==> config.mk <==
export PLATFORM = sky130hd
export DESIGN_NAME = efd_lane
export DESIGN_NICKNAME = d
export VERILOG_FILES = /design/src/rtl/core/efd_pkg.sv /design/src/rtl/core/efd_lane.sv
export SDC_FILE = /design/constraint.sdc
export NUM_CORES = 1
export LEC_CHECK = 0
export BUFFER_PORTS_ARGS = -buffer_cell sky130_fd_sc_hd__buf_2
export CAP_MARGIN = 30
export CORE_MARGIN = 5
export CORE_UTILIZATION = 45
export CTS_CLUSTER_SIZE = 30
export DETAILED_ROUTE_END_ITERATION = 10
export HOLD_SLACK_MARGIN = 0.03
export SYNTH_ARGS = -nofsm -noshare
export SYNTH_HDL_FRONTEND = slang
export SYNTH_SLANG_ARGS = --single-unit
==> constraint.sdc <==
create_clock -name clk_i -period 29.6 [get_ports clk_i]
set_input_delay 7.4 -clock clk_i [delete_from_list [all_inputs] [get_ports clk_i]]
set_output_delay 7.4 -clock clk_i [all_outputs]
set_load 0.02 [all_outputs]
==> src/rtl/core/efd_pkg.sv <==
// Shared types and constants for the error diffusion dither block.
`default_nettype none

package efd_pkg;

  localparam int PIX_W      = 8;
  localparam int NUM_LANES  = 3;
  localparam int FW_W       = 12;
  localparam int FH_W       = 16;
  localparam int CFG_IDX_W  = 1;
  localparam int CFG_DATA_W = 16;

  localparam logic [FW_W-1:0] FW_RESET = 12'd640;
  localparam logic [FH_W-1:0] FH_RESET = 16'd480;

  localparam logic [CFG_IDX_W-1:0] CFG_FRAME_WIDTH  = 1'b0;
  localparam logic [CFG_IDX_W-1:0] CFG_FRAME_HEIGHT = 1'b1;

  typedef struct packed {
    logic [PIX_W-1:0] red_in;
    logic [PIX_W-1:0] green_in;
    logic [PIX_W-1:0] blue_in;
  } pix_t;

  typedef struct packed {
    logic red_on;
    logic green_on;
    logic blue_on;
    logic frame_end;
  } res_t;

  // position flags of one pixel, shared by all lanes
  typedef struct packed {
    logic first_row;
    logic col_nz;
    logic last_col;
    logic last_row;
  } ctl_t;

endpackage

`default_nettype wire

==> src/rtl/core/efd_lane.sv <==
// One color channel of the Floyd-Steinberg datapath with its carry registers.
`default_nettype none

module efd_lane #(
  parameter int PIXEL_BITS = 8
) (
  input  wire logic                            clk_i,
  input  wire logic                            rst_ni,
  input  wire logic                            en_i,
  input  wire efd_pkg::ctl_t                   ctl_i,
  input  wire logic [efd_pkg::PIX_W-1:0]       pix_i,
  input  wire logic signed [PIXEL_BITS+5:0]    nre_i,
  output logic                                 on_o,
  output logic signed [PIXEL_BITS+5:0]         diag_o,
  output logic signed [PIXEL_BITS+5:0]         nd_o
);
  import efd_pkg::*;

  localparam int CH    = PIXEL_BITS + 6;
  localparam int ACC_W = CH + 3;
  localparam int FULL  = ((1 << PIXEL_BITS) - 1) * 16;
  localparam int HALF  = FULL / 2;

  localparam logic signed [ACC_W-1:0] FULL_S = ACC_W'(FULL);
  localparam logic signed [ACC_W-1:0] HALF_S = ACC_W'(HALF);
  localparam logic signed [ACC_W-1:0] MAX_S  = ACC_W'((1 << (CH - 1)) - 1);
  localparam logic signed [ACC_W-1:0] MIN_S  = -ACC_W'(1 << (CH - 1));
  // signed zero keeps the shift arms of the selects arithmetic
  localparam logic signed [ACC_W-1:0] ZERO_S = '0;

  function automatic logic signed [CH-1:0] sat(input logic signed [ACC_W-1:0] x);
    logic signed [CH-1:0] r;
    if (x > MAX_S)      r = MAX_S[CH-1:0];
    else if (x < MIN_S) r = MIN_S[CH-1:0];
    else                r = x[CH-1:0];
    return r;
  endfunction

  logic signed [CH-1:0]    rc_q, rc_d, dc_q, dc_d;
  logic [PIXEL_BITS-1:0]   v;
  logic signed [ACC_W-1:0] vx, nrex, rcx, r7, r7s, ax, ex, e3, e5, rcs;
  logic signed [CH-1:0]    acc, e;

  always_comb begin
    v    = PIXEL_BITS'(pix_i);
    vx   = $signed(ACC_W'({v, 4'b0000}));
    nrex = ctl_i.first_row ? '0 : ACC_W'(nre_i);
    rcx  = ACC_W'(rc_q);
    r7   = (rcx <<< 3) - rcx;
    r7s  = ctl_i.col_nz ? (r7 >>> 4) : ZERO_S;
    acc  = sat(vx + nrex + r7s);
    ax   = ACC_W'(acc);
    on_o = ax > HALF_S;
    e    = sat(ax - (on_o ? FULL_S : '0));
    ex   = ACC_W'(e);
    e3   = (ex <<< 1) + ex;
    e5   = (ex <<< 2) + ex;
    diag_o = sat(ACC_W'(dc_q) + (e3 >>> 4));
    rcs  = ctl_i.col_nz ? (rcx >>> 4) : ZERO_S;
    nd_o = sat(rcs + (e5 >>> 4));
    rc_d = rc_q;
    dc_d = dc_q;
    if (en_i) begin
      rc_d = ctl_i.last_col ? '0 : e;
      dc_d = ctl_i.last_col ? '0 : nd_o;
    end
  end

  always_ff @(posedge clk_i or negedge rst_ni) begin
    if (!rst_ni) begin
      rc_q <= '0;
      dc_q <= '0;
    end else begin
      rc_q <= rc_d;
      dc_q <= dc_d;
    end
  end

endmodule

`default_nettype wire

# ---- Word-level counts from Yosys, hierarchy flattened
# Cells that the tools add are included.
dict set report totals {
  regBits 28
  word_cells 33
  in_bits 29
  output_inout_bits 29
}
dict set report op_classes {
  n_addsub 8
  order_cmp 9
  mux 14
}
# operator count
set ops {}
lappend ops {{$mux 14} 10}
lappend ops {{$mux 17} 3}
lappend ops {{$gt 17x14->1 const B} 2}
lappend ops {{$lt 17x14->1 const B} 2}
lappend ops {{$gt 15x14->1 const B} 2}
lappend ops {{$lt 15x14->1 const B} 2}
lappend ops {{$add 13x17->17} 1}
lappend ops {{$add 16x14->17} 1}
lappend ops {{$add 17x13->17} 1}
lappend ops {{$add 17x17->17} 1}
lappend ops {{$sub 17x14->17} 1}
lappend ops {{$add 15x14->16} 1}
lappend ops {{$add 14x12->15} 1}
lappend ops {{$sub 14x13->15} 1}
lappend ops {{$gt 14x12->1 const B} 1}
lappend ops {{$mux 12} 1}

# ---- Longest topological paths before layout
# Gate-level depths: netlist of the first run.
dict set report logic_depth {
  depth_word 18
  ltp_mapped 59
}

# ---- Worst setup path after synthesis of the first run
# Ideal clock, no wire load.
dict set report synth_timing {
  path_kind {input to output}
  start {input port ctl_i[3] (netlist name)}
  end {output port diag_o[12]}
  path_stages 46
  required_time_ns 22.200
  path_buffers 4
  arrival_ns 17.320
  path_slack_ns 4.880
  cell_sequence {clkbuf_1 > nand2b_1 > fa_1 > inv_1 > ha_1 > o211ai_1 > a21oi_2 > o2111ai_1 > o21bai_2 > mux2i_1 > o21ai_1 > clkbuf_1 > a41oi_1 > nor4bb_1 > a311oi_1 > nor2_1 > ha_1 > fa_1 > (+10 left out) > a311oi_1 > o21ai_0 > a31o_2 > xor2_1 > fa_1 > a21o_1 > a21oi_1 > nor2b_1 > o21a_1 > or4_1 > a31o_1 > a21oi_2 > nor2b_1 > o31a_1 > o22ai_2 > nor2_1 > buf_2 > o21a_1}
}
dict set report synth_via {
  elab_chain_cells 17
  word_cells_on_any_way 20
}
# element line_no
set synth_rtl {}
lappend synth_rtl {{from (decl)} efd_lane.sv:10} ;# input wire efd_pkg::ctl_t ctl_i,
lappend synth_rtl {{$mux 17 *} efd_lane.sv:47} ;# nrex = ctl_i.first_row ? '0 : ACC_W'(nre_i);
lappend synth_rtl {{$add 13x17->17 *} efd_lane.sv:51} ;# acc = sat(vx + nrex + r7s);
lappend synth_rtl {{$add 17x17->17 *} efd_lane.sv:51}
lappend synth_rtl {{$lt 17x14->1} efd_lane.sv:34} ;# else if (x < MIN_S) r = MIN_S[CH-1:0];
lappend synth_rtl {{$mux 14} efd_lane.sv:34}
lappend synth_rtl {{$mux 14 *} efd_lane.sv:33} ;# if (x > MAX_S) r = MAX_S[CH-1:0];
lappend synth_rtl {{$gt 14x12->1 *} efd_lane.sv:53} ;# on_o = ax > HALF_S;
lappend synth_rtl {{via on_o} efd_lane.sv:13} ;# output logic on_o,
lappend synth_rtl {{(+2 left out)} n/a}
lappend synth_rtl {{$lt 15x14->1} efd_lane.sv:34}
lappend synth_rtl {{$mux 14} efd_lane.sv:34}
lappend synth_rtl {{$mux 14 *} efd_lane.sv:33}
lappend synth_rtl {{$add 15x14->16 *} efd_lane.sv:56} ;# e3 = (ex <<< 1) + ex;
lappend synth_rtl {{$add 14x12->15 *} efd_lane.sv:58} ;# diag_o = sat(ACC_W'(dc_q) + (e3 >>> 4));
lappend synth_rtl {{$lt 15x14->1} efd_lane.sv:34}
lappend synth_rtl {{$mux 14} efd_lane.sv:34}
lappend synth_rtl {{$mux 14 *} efd_lane.sv:33}
lappend synth_rtl {{to (decl)} efd_lane.sv:14} ;# output logic signed [PIXEL_BITS+5:0] diag_o,
# The timed path passes the listed nets; every way through them passes the cells marked *.

# ---- Final worst setup path of the first run
dict set report layout_timing {
  start {input port ctl_i[2] (netlist name)}
  end {output port diag_o[3]}
}
dict set report layout_via {
  elab_chain_cells 16
  word_cells_on_any_way 19
}
# element line_no
set layout_rtl {}
lappend layout_rtl {{$mux 17 *} efd_lane.sv:50} ;# r7s = ctl_i.col_nz ? (r7 >>> 4) : ZERO_S;
lappend layout_rtl {{$add 17x17->17 *} efd_lane.sv:51}
lappend layout_rtl {{$lt 17x14->1} efd_lane.sv:34}
lappend layout_rtl {{$mux 14} efd_lane.sv:34}
lappend layout_rtl {{$mux 14 *} efd_lane.sv:33}
lappend layout_rtl {{$gt 14x12->1} efd_lane.sv:53}
lappend layout_rtl {{$mux 12} efd_lane.sv:54} ;# e = sat(ax - (on_o ? FULL_S : '0));
lappend layout_rtl {{$sub 14x13->15 *} efd_lane.sv:54}
lappend layout_rtl {{$lt 15x14->1} efd_lane.sv:34}
lappend layout_rtl {{$mux 14} efd_lane.sv:34}
lappend layout_rtl {{$mux 14 *} efd_lane.sv:33}
lappend layout_rtl {{$add 15x14->16 *} efd_lane.sv:56}
lappend layout_rtl {{$add 14x12->15 *} efd_lane.sv:58}
lappend layout_rtl {{$lt 15x14->1} efd_lane.sv:34}
lappend layout_rtl {{$mux 14} efd_lane.sv:34}
lappend layout_rtl {{$mux 14 *} efd_lane.sv:33}
# Every way passes the cells marked *; elsewhere a longest branch is shown, timed or not.

==> flow_metrics.env, run 1 <==
export IMPL_path_clk_slew_ps=70
export IMPL_required_ps=22200
export IMPL_yosys_warnings=0
export IMPL_drc=0
export IMPL_drtIter0Drc=194
export IMPL_cp_end_kind="output pin"
export IMPL_synth_edf_count=0
export IMPL_cp_top_family="compound AO/OA/AOI/OAI gates"
export IMPL_min_period_ps=26730
export IMPL_seq_area_frac_synth_pct=12.6
export IMPL_use_met3_pct=2.28
export IMPL_fin_cells=882
export IMPL_tritoncts="done"
export IMPL_slowest_delay_ps=650
export IMPL_setup_viol=0
export IMPL_timing_fmax_mhz=37.4
export IMPL_hp_class="reg2reg"
export IMPL_tns_ps=0
export IMPL_ios=58
export IMPL_syn2layout_area_growth_pct=10.6
export IMPL_holdBufCountCts=0
export IMPL_async_flop_share_pct=100
export IMPL_dieArea_um2=14600
export IMPL_hold_viol=0
export IMPL_post_cts_buffers=0
export IMPL_overflow=0
export IMPL_cp_max_fo=24
export IMPL_grt_util_met1_pct=26.4
export IMPL_slew_headroom_pct=46.8
export IMPL_crit_top_cell="ha_1"
export IMPL_cts_buffers=3
export IMPL_portBuffers=56
export IMPL_netlist_instances=662
export IMPL_grt_antenna_before_repair=0
export IMPL_drv_cap=0
export IMPL_critPathKind="in2out"
export IMPL_slowest_stage="o21ai_0"
export IMPL_htreeDepth=1
export IMPL_synth_top_flop_cell="dfrtp_1"
export IMPL_slew_violations=0
export IMPL_core_area_um2=12100
export IMPL_grt_max_degree=29
export IMPL_grt_usage_pct=19.4
export IMPL_syn_num_nets=795
export IMPL_die_h_um=121
export IMPL_antenna_cells=0
export IMPL_cts_resized=0
export IMPL_cp_num_buf_inv=3
export IMPL_std_cell_rows=40
export IMPL_hpwl_um=12000
export IMPL_wire_per_inst_um=16.2
export IMPL_worst_pin_slew_ps=795
export IMPL_startpoint_type="input port"
export IMPL_ys_ff_latch=28
export IMPL_grt_busiest_layer="met2"
export IMPL_vias_per_cell=5.70
export IMPL_period_share_pct=90.3
export IMPL_clock_path_buffers=2
export IMPL_drtAntennaViolNets=0
export IMPL_synth_avg_cell_area_um2=8.38
export IMPL_via_count=5027
export IMPL_start_util_pct=46.0
export IMPL_grt_pass1_vias=4855
export IMPL_cts_sinks=28
export IMPL_dp_cells=878
export IMPL_clk_latency_ps=260
export IMPL_skew_ps=3.59
export IMPL_final_util_pct=50.8
export IMPL_drive_gt1_share_pct=13.6
export IMPL_rsz0062_at_grt="no"
export IMPL_syn_cell_area_um2=5550
export IMPL_grt_use_met2_pct=34.1
export IMPL_drtPass1Iterations=4
export IMPL_wirelength_um=14300
export IMPL_cts_root_buf="clkbuf_16"
export IMPL_synth_distinct_cells=76
export IMPL_nNetsFinal=848
export IMPL_outcome="completed"
export IMPL_place_congestion=0.847
export IMPL_grt_pass1_wl_um=23700
export IMPL_die_w_um=121
export IMPL_crit_arrival_ps=19330
## Yosys cell counts, types with 3 or more instances
master | count | area, um^2
o2111ai_1 | 3 | 26.3
o21ai_0 | 33 | 165
and3_1 | 7 | 43.8
a31o_2 | 3 | 26.3
xnor2_1 | 33 | 289
o21a_1 | 15 | 113
a21oi_2 | 5 | 43.8
a22o_1 | 25 | 219
fa_1 | 12 | 240
a21boi_0 | 3 | 22.5
nand3_1 | 10 | 50.1
o21bai_1 | 5 | 37.5
nor2_1 | 34 | 128
a211oi_1 | 5 | 37.5
ha_1 | 92 | 1150
inv_1 | 40 | 150
nand2_1 | 34 | 128
or3_1 | 4 | 25.0
nand4_1 | 5 | 31.3
xor2_1 | 22 | 193
clkbuf_1 | 12 | 45.0
nor3_1 | 15 | 75.1
a21oi_1 | 45 | 225
mux2i_1 | 3 | 30.0
o21ai_1 | 3 | 15.0
and2_1 | 16 | 100
a21o_1 | 51 | 383
dfrtp_1 | 28 | 701
nor2b_1 | 23 | 144
nand2b_1 | 14 | 87.6
a211o_1 | 3 | 26.3
nor3b_1 | 5 | 37.5
## cell type report
cell class                 instances  area [um^2]
clock buffer                       3         75.1
sequential                        28          701
clock inverter                     1         30.0
tap                              168          210
fill                            1202         5930
multi-input combinational        579         4640
inverter                          41          154
timing repair buffer              62          325
## metal layers
layer	up-vias	share of wire, %
met5	-	0
met4	0	0.37
met3	4	2.8
met2	67	48
met1	2404	48
li1	2552	-
## flip-flops by register name, indices dropped and copies added (netlist names)
name / cells
rc_q: 14
dc_q: 14
## cell usage in the layout (no fill, tap or decap), types with 3 or more instances in the layout
| master | count |
|---|---|
| a211o_1 | 3 |
| a211oi_1 | 5 |
| a21boi_0 | 3 |
| a21o_1 | 51 |
| a21oi_1 | 45 |
| a21oi_2 | 5 |
| a22o_1 | 25 |
| a31o_2 | 3 |
| and2_1 | 16 |
| and3_1 | 7 |
| buf_2 | 56 |
| buf_4 | 6 |
| clkbuf_16 | 3 |
| dfrtp_1 | 28 |
| fa_1 | 12 |
| ha_1 | 92 |
| inv_1 | 40 |
| mux2i_1 | 3 |
| nand2_1 | 34 |
| nand2b_1 | 14 |
| nand3_1 | 10 |
| nand4_1 | 5 |
| nor2_1 | 34 |
| nor2b_1 | 23 |
| nor3_1 | 15 |
| nor3b_1 | 5 |
| o2111ai_1 | 3 |
| o21a_1 | 15 |
| o21ai_0 | 33 |
| o21ai_1 | 3 |
| o21bai_1 | 5 |
| or3_1 | 4 |
| xnor2_1 | 33 |
| xor2_1 | 22 |
## final timing paths
check,start,end,slack (ps),cells past startpoint
min,dc_q[0],dc_q[0],520,1
min reg2reg,dc_q[0],dc_q[0],520,1
max,ctl_i[2],diag_o[3],2870,47
max reg2reg,rc_q[3],dc_q[0],16030,54
max in group asynchronous,rst_ni,rc_q[12],22020,1
min in group asynchronous,rst_ni,dc_q[11],7150,1
## worst register-to-register path, delay by kind of cell (launching register included)
family	cells	cell delay [ps]
fa+ha+maj	6	2150
buf+inv	2	140
flops	1	380
compound gates	32	6940
simple gates	12	3400
xor+xnor	2	430
## through the flow
step	worst slack, ps	hold slack [ps]	cell area, um^2
final	2870	518	6130
after global routing	2010	537	6130
after CTS	2920	526	6130
after detailed placement	2970	508	6030
after global placement	3130	501	6030
after floorplan	4880	486	5550
## cell families after synthesis
kind of cell	count (synthesis)	share of synthesized area (%)
flip-flops	28	12.6
buffers and inverters	55	3.77
XOR/XNOR	55	8.69
adder cells (fa/ha/maj)	104	25.1
AO/OA/AOI/OAI	233	31.3
multiplexers	4	0.790
AND/OR/NAND/NOR	183	17.8
Power of run 1 is left out: the tool's default activity adds up to more than one toggle a clock period on the data nets, which glitch-free logic cannot reach.
==> inputs of run 2 (changes only) <==
--- a/config.mk
+++ b/config.mk
@@ -12,6 +12,7 @@
 export CTS_CLUSTER_SIZE = 30
 export DETAILED_ROUTE_END_ITERATION = 10
 export HOLD_SLACK_MARGIN = 0.03
+export PLACE_DENSITY = 0.66
 export SYNTH_ARGS = -nofsm -noshare
 export SYNTH_HDL_FRONTEND = slang
 export SYNTH_SLANG_ARGS = --single-unit
==> constraint.sdc (replaced) <==
create_clock -name clk_i -period 22 [get_ports clk_i]
set_input_delay 5.5 -clock clk_i [delete_from_list [all_inputs] [get_ports clk_i]]
set_output_delay 5.5 -clock clk_i [all_outputs]
set_load 0.02 [all_outputs]
==> run 2 against run 1 <==
  * Clock skew rose by 1.4 ps
  * Critical endpoint is now diag_o[6]
  * Worst hold slack improved by 2.1 ps
  * Sequential share of layout area fell by 0.30 points
==> flow_metrics.env, run 2 (synthesized netlist as in run 1, its figures left out) <==
export IMPL_grt_max_degree=29
export IMPL_skew_ps=4.98
export IMPL_min_period_ps=21290
export IMPL_postPlaceCellArea_um2=6150
export IMPL_die_h_um=121
export IMPL_setup_viol=0
export IMPL_hold_viol=0
export IMPL_timing_fmax_mhz=47.0
export IMPL_critPathKind="in2out"
export IMPL_dieArea_um2=14600
export IMPL_vias_per_cell=5.68
export IMPL_hp_class="reg2reg"
export IMPL_grt_pass1_wl_um=24700
export IMPL_crit_arrival_ps=15790
export IMPL_slew_headroom_pct=45.3
export IMPL_via_count=5108
export IMPL_core_area_um2=12100
export IMPL_drtPass1Iterations=4
export IMPL_cts_resized=0
export IMPL_hold_worst_slack_ps=520
export IMPL_grt_antenna_before_repair=0
export IMPL_biggestRegsByFlops="dc_q (14), rc_q (14)"
export IMPL_slowest_stage="or4_1"
export IMPL_cts_sinks=28
export IMPL_clk_latency_ps=270
export IMPL_antenna_cells=0
export IMPL_std_cell_rows=40
export IMPL_finish_instance_area_um2=6290
export IMPL_final_util_pct=52.2
export IMPL_slew_violations=0
export IMPL_overflow=0
export IMPL_grt_usage_pct=20.1
export IMPL_cts_buffers=3
export IMPL_ios=58
export IMPL_slowest_delay_ps=430
export IMPL_drv_cap=0
export IMPL_portBuffers=56
export IMPL_wire_per_inst_um=16.5
export IMPL_startpoint_type="input port"
export IMPL_wirelength_um=14900
export IMPL_grt_pass1_vias=5286
export IMPL_fill_cells=1170
export IMPL_crit_top_cell="ha_1"
export IMPL_drc=0
export IMPL_drtAntennaViolNets=0
export IMPL_layout_commonest_cell="ha_1"
export IMPL_outcome="completed"
export IMPL_post_cts_buffers=0
export IMPL_required_ps=16500
export IMPL_drtIter0Drc=241
export IMPL_start_util_pct=46.0
export IMPL_clock_path_buffers=2
export IMPL_syn2layout_area_growth_pct=13.5
export IMPL_path_clk_slew_ps=80
export IMPL_holdBufCountCts=0
export IMPL_hpwl_um=12500
export IMPL_worst_pin_slew_ps=815
export IMPL_final_cell_mix="ha_1, buf_2, a21o_1, a21oi_1, inv_1"
export IMPL_drive_gt1_share_pct=16.7
export IMPL_cp_end_kind="output pin"
export IMPL_nNetsFinal=865
export IMPL_period_share_pct=96.8
export IMPL_die_w_um=121
export IMPL_cp_max_fo=15
export IMPL_tritoncts="done"
export IMPL_htreeDepth=1
export IMPL_place_congestion=0.856
export IMPL_cts_root_buf="clkbuf_16"
## run 2: through the flow
stage / TNS, ps / std cells / setup slack, ps
after global placement: 0 / 895 / 373
after detailed placement: 0 / 895 / 204
after CTS: 0 / 899 / 148
final: 0 / 899 / 711
after floorplan: 0 / 662 / 1080
after global routing: -33.1 / 899 / -9.92
## run 2: worst paths after layout
check,from,end,slack [ps],cells after the start
worst min-delay path,dc_q[4],dc_q[4],520,1
min in group asynchronous,rst_ni,dc_q[8],5250,1
max in group asynchronous,rst_ni,rc_q[12],16330,1
worst max-delay path,ctl_i[2],diag_o[6],710,48
worst max register to register,rc_q[3],dc_q[0],9210,57
worst min register to register,dc_q[4],dc_q[4],520,1
## run 2: metal layers
| layer | track usage, % | wire (um) | vias to the layer above |
|---|---|---|---|
| met1 | 26.6 | 6860 | 2435 |
| li1 | - | - | 2578 |
| met4 | 2.76 | 137 | 0 |
| met3 | 2.19 | 519 | 12 |
| met2 | 36.0 | 7350 | 83 |
| met5 | 0 | 0 | - |
## run 2: worst max-delay path: cells and delay by family
family	cells	cell delay (ps)
fa+ha+maj	8	2270
xor+xnor	1	120
buf+inv	4	590
mux	1	330
compound gates	21	4720
simple gates	13	2220
## run 2: cell type report
type                    instances  area [um^2]  share of cell area [%]
multi-input cells             579         4670                    74.2
inverters                      41          154                    2.45
well taps                     168          210                    3.34
repair buffers                 79          453                    7.20
clock inverters                 1         30.0                   0.477
clock buffers                   3         75.1                    1.19
flip-flops and latches         28          701                    11.1
Power of run 2 is left out for the same reason.
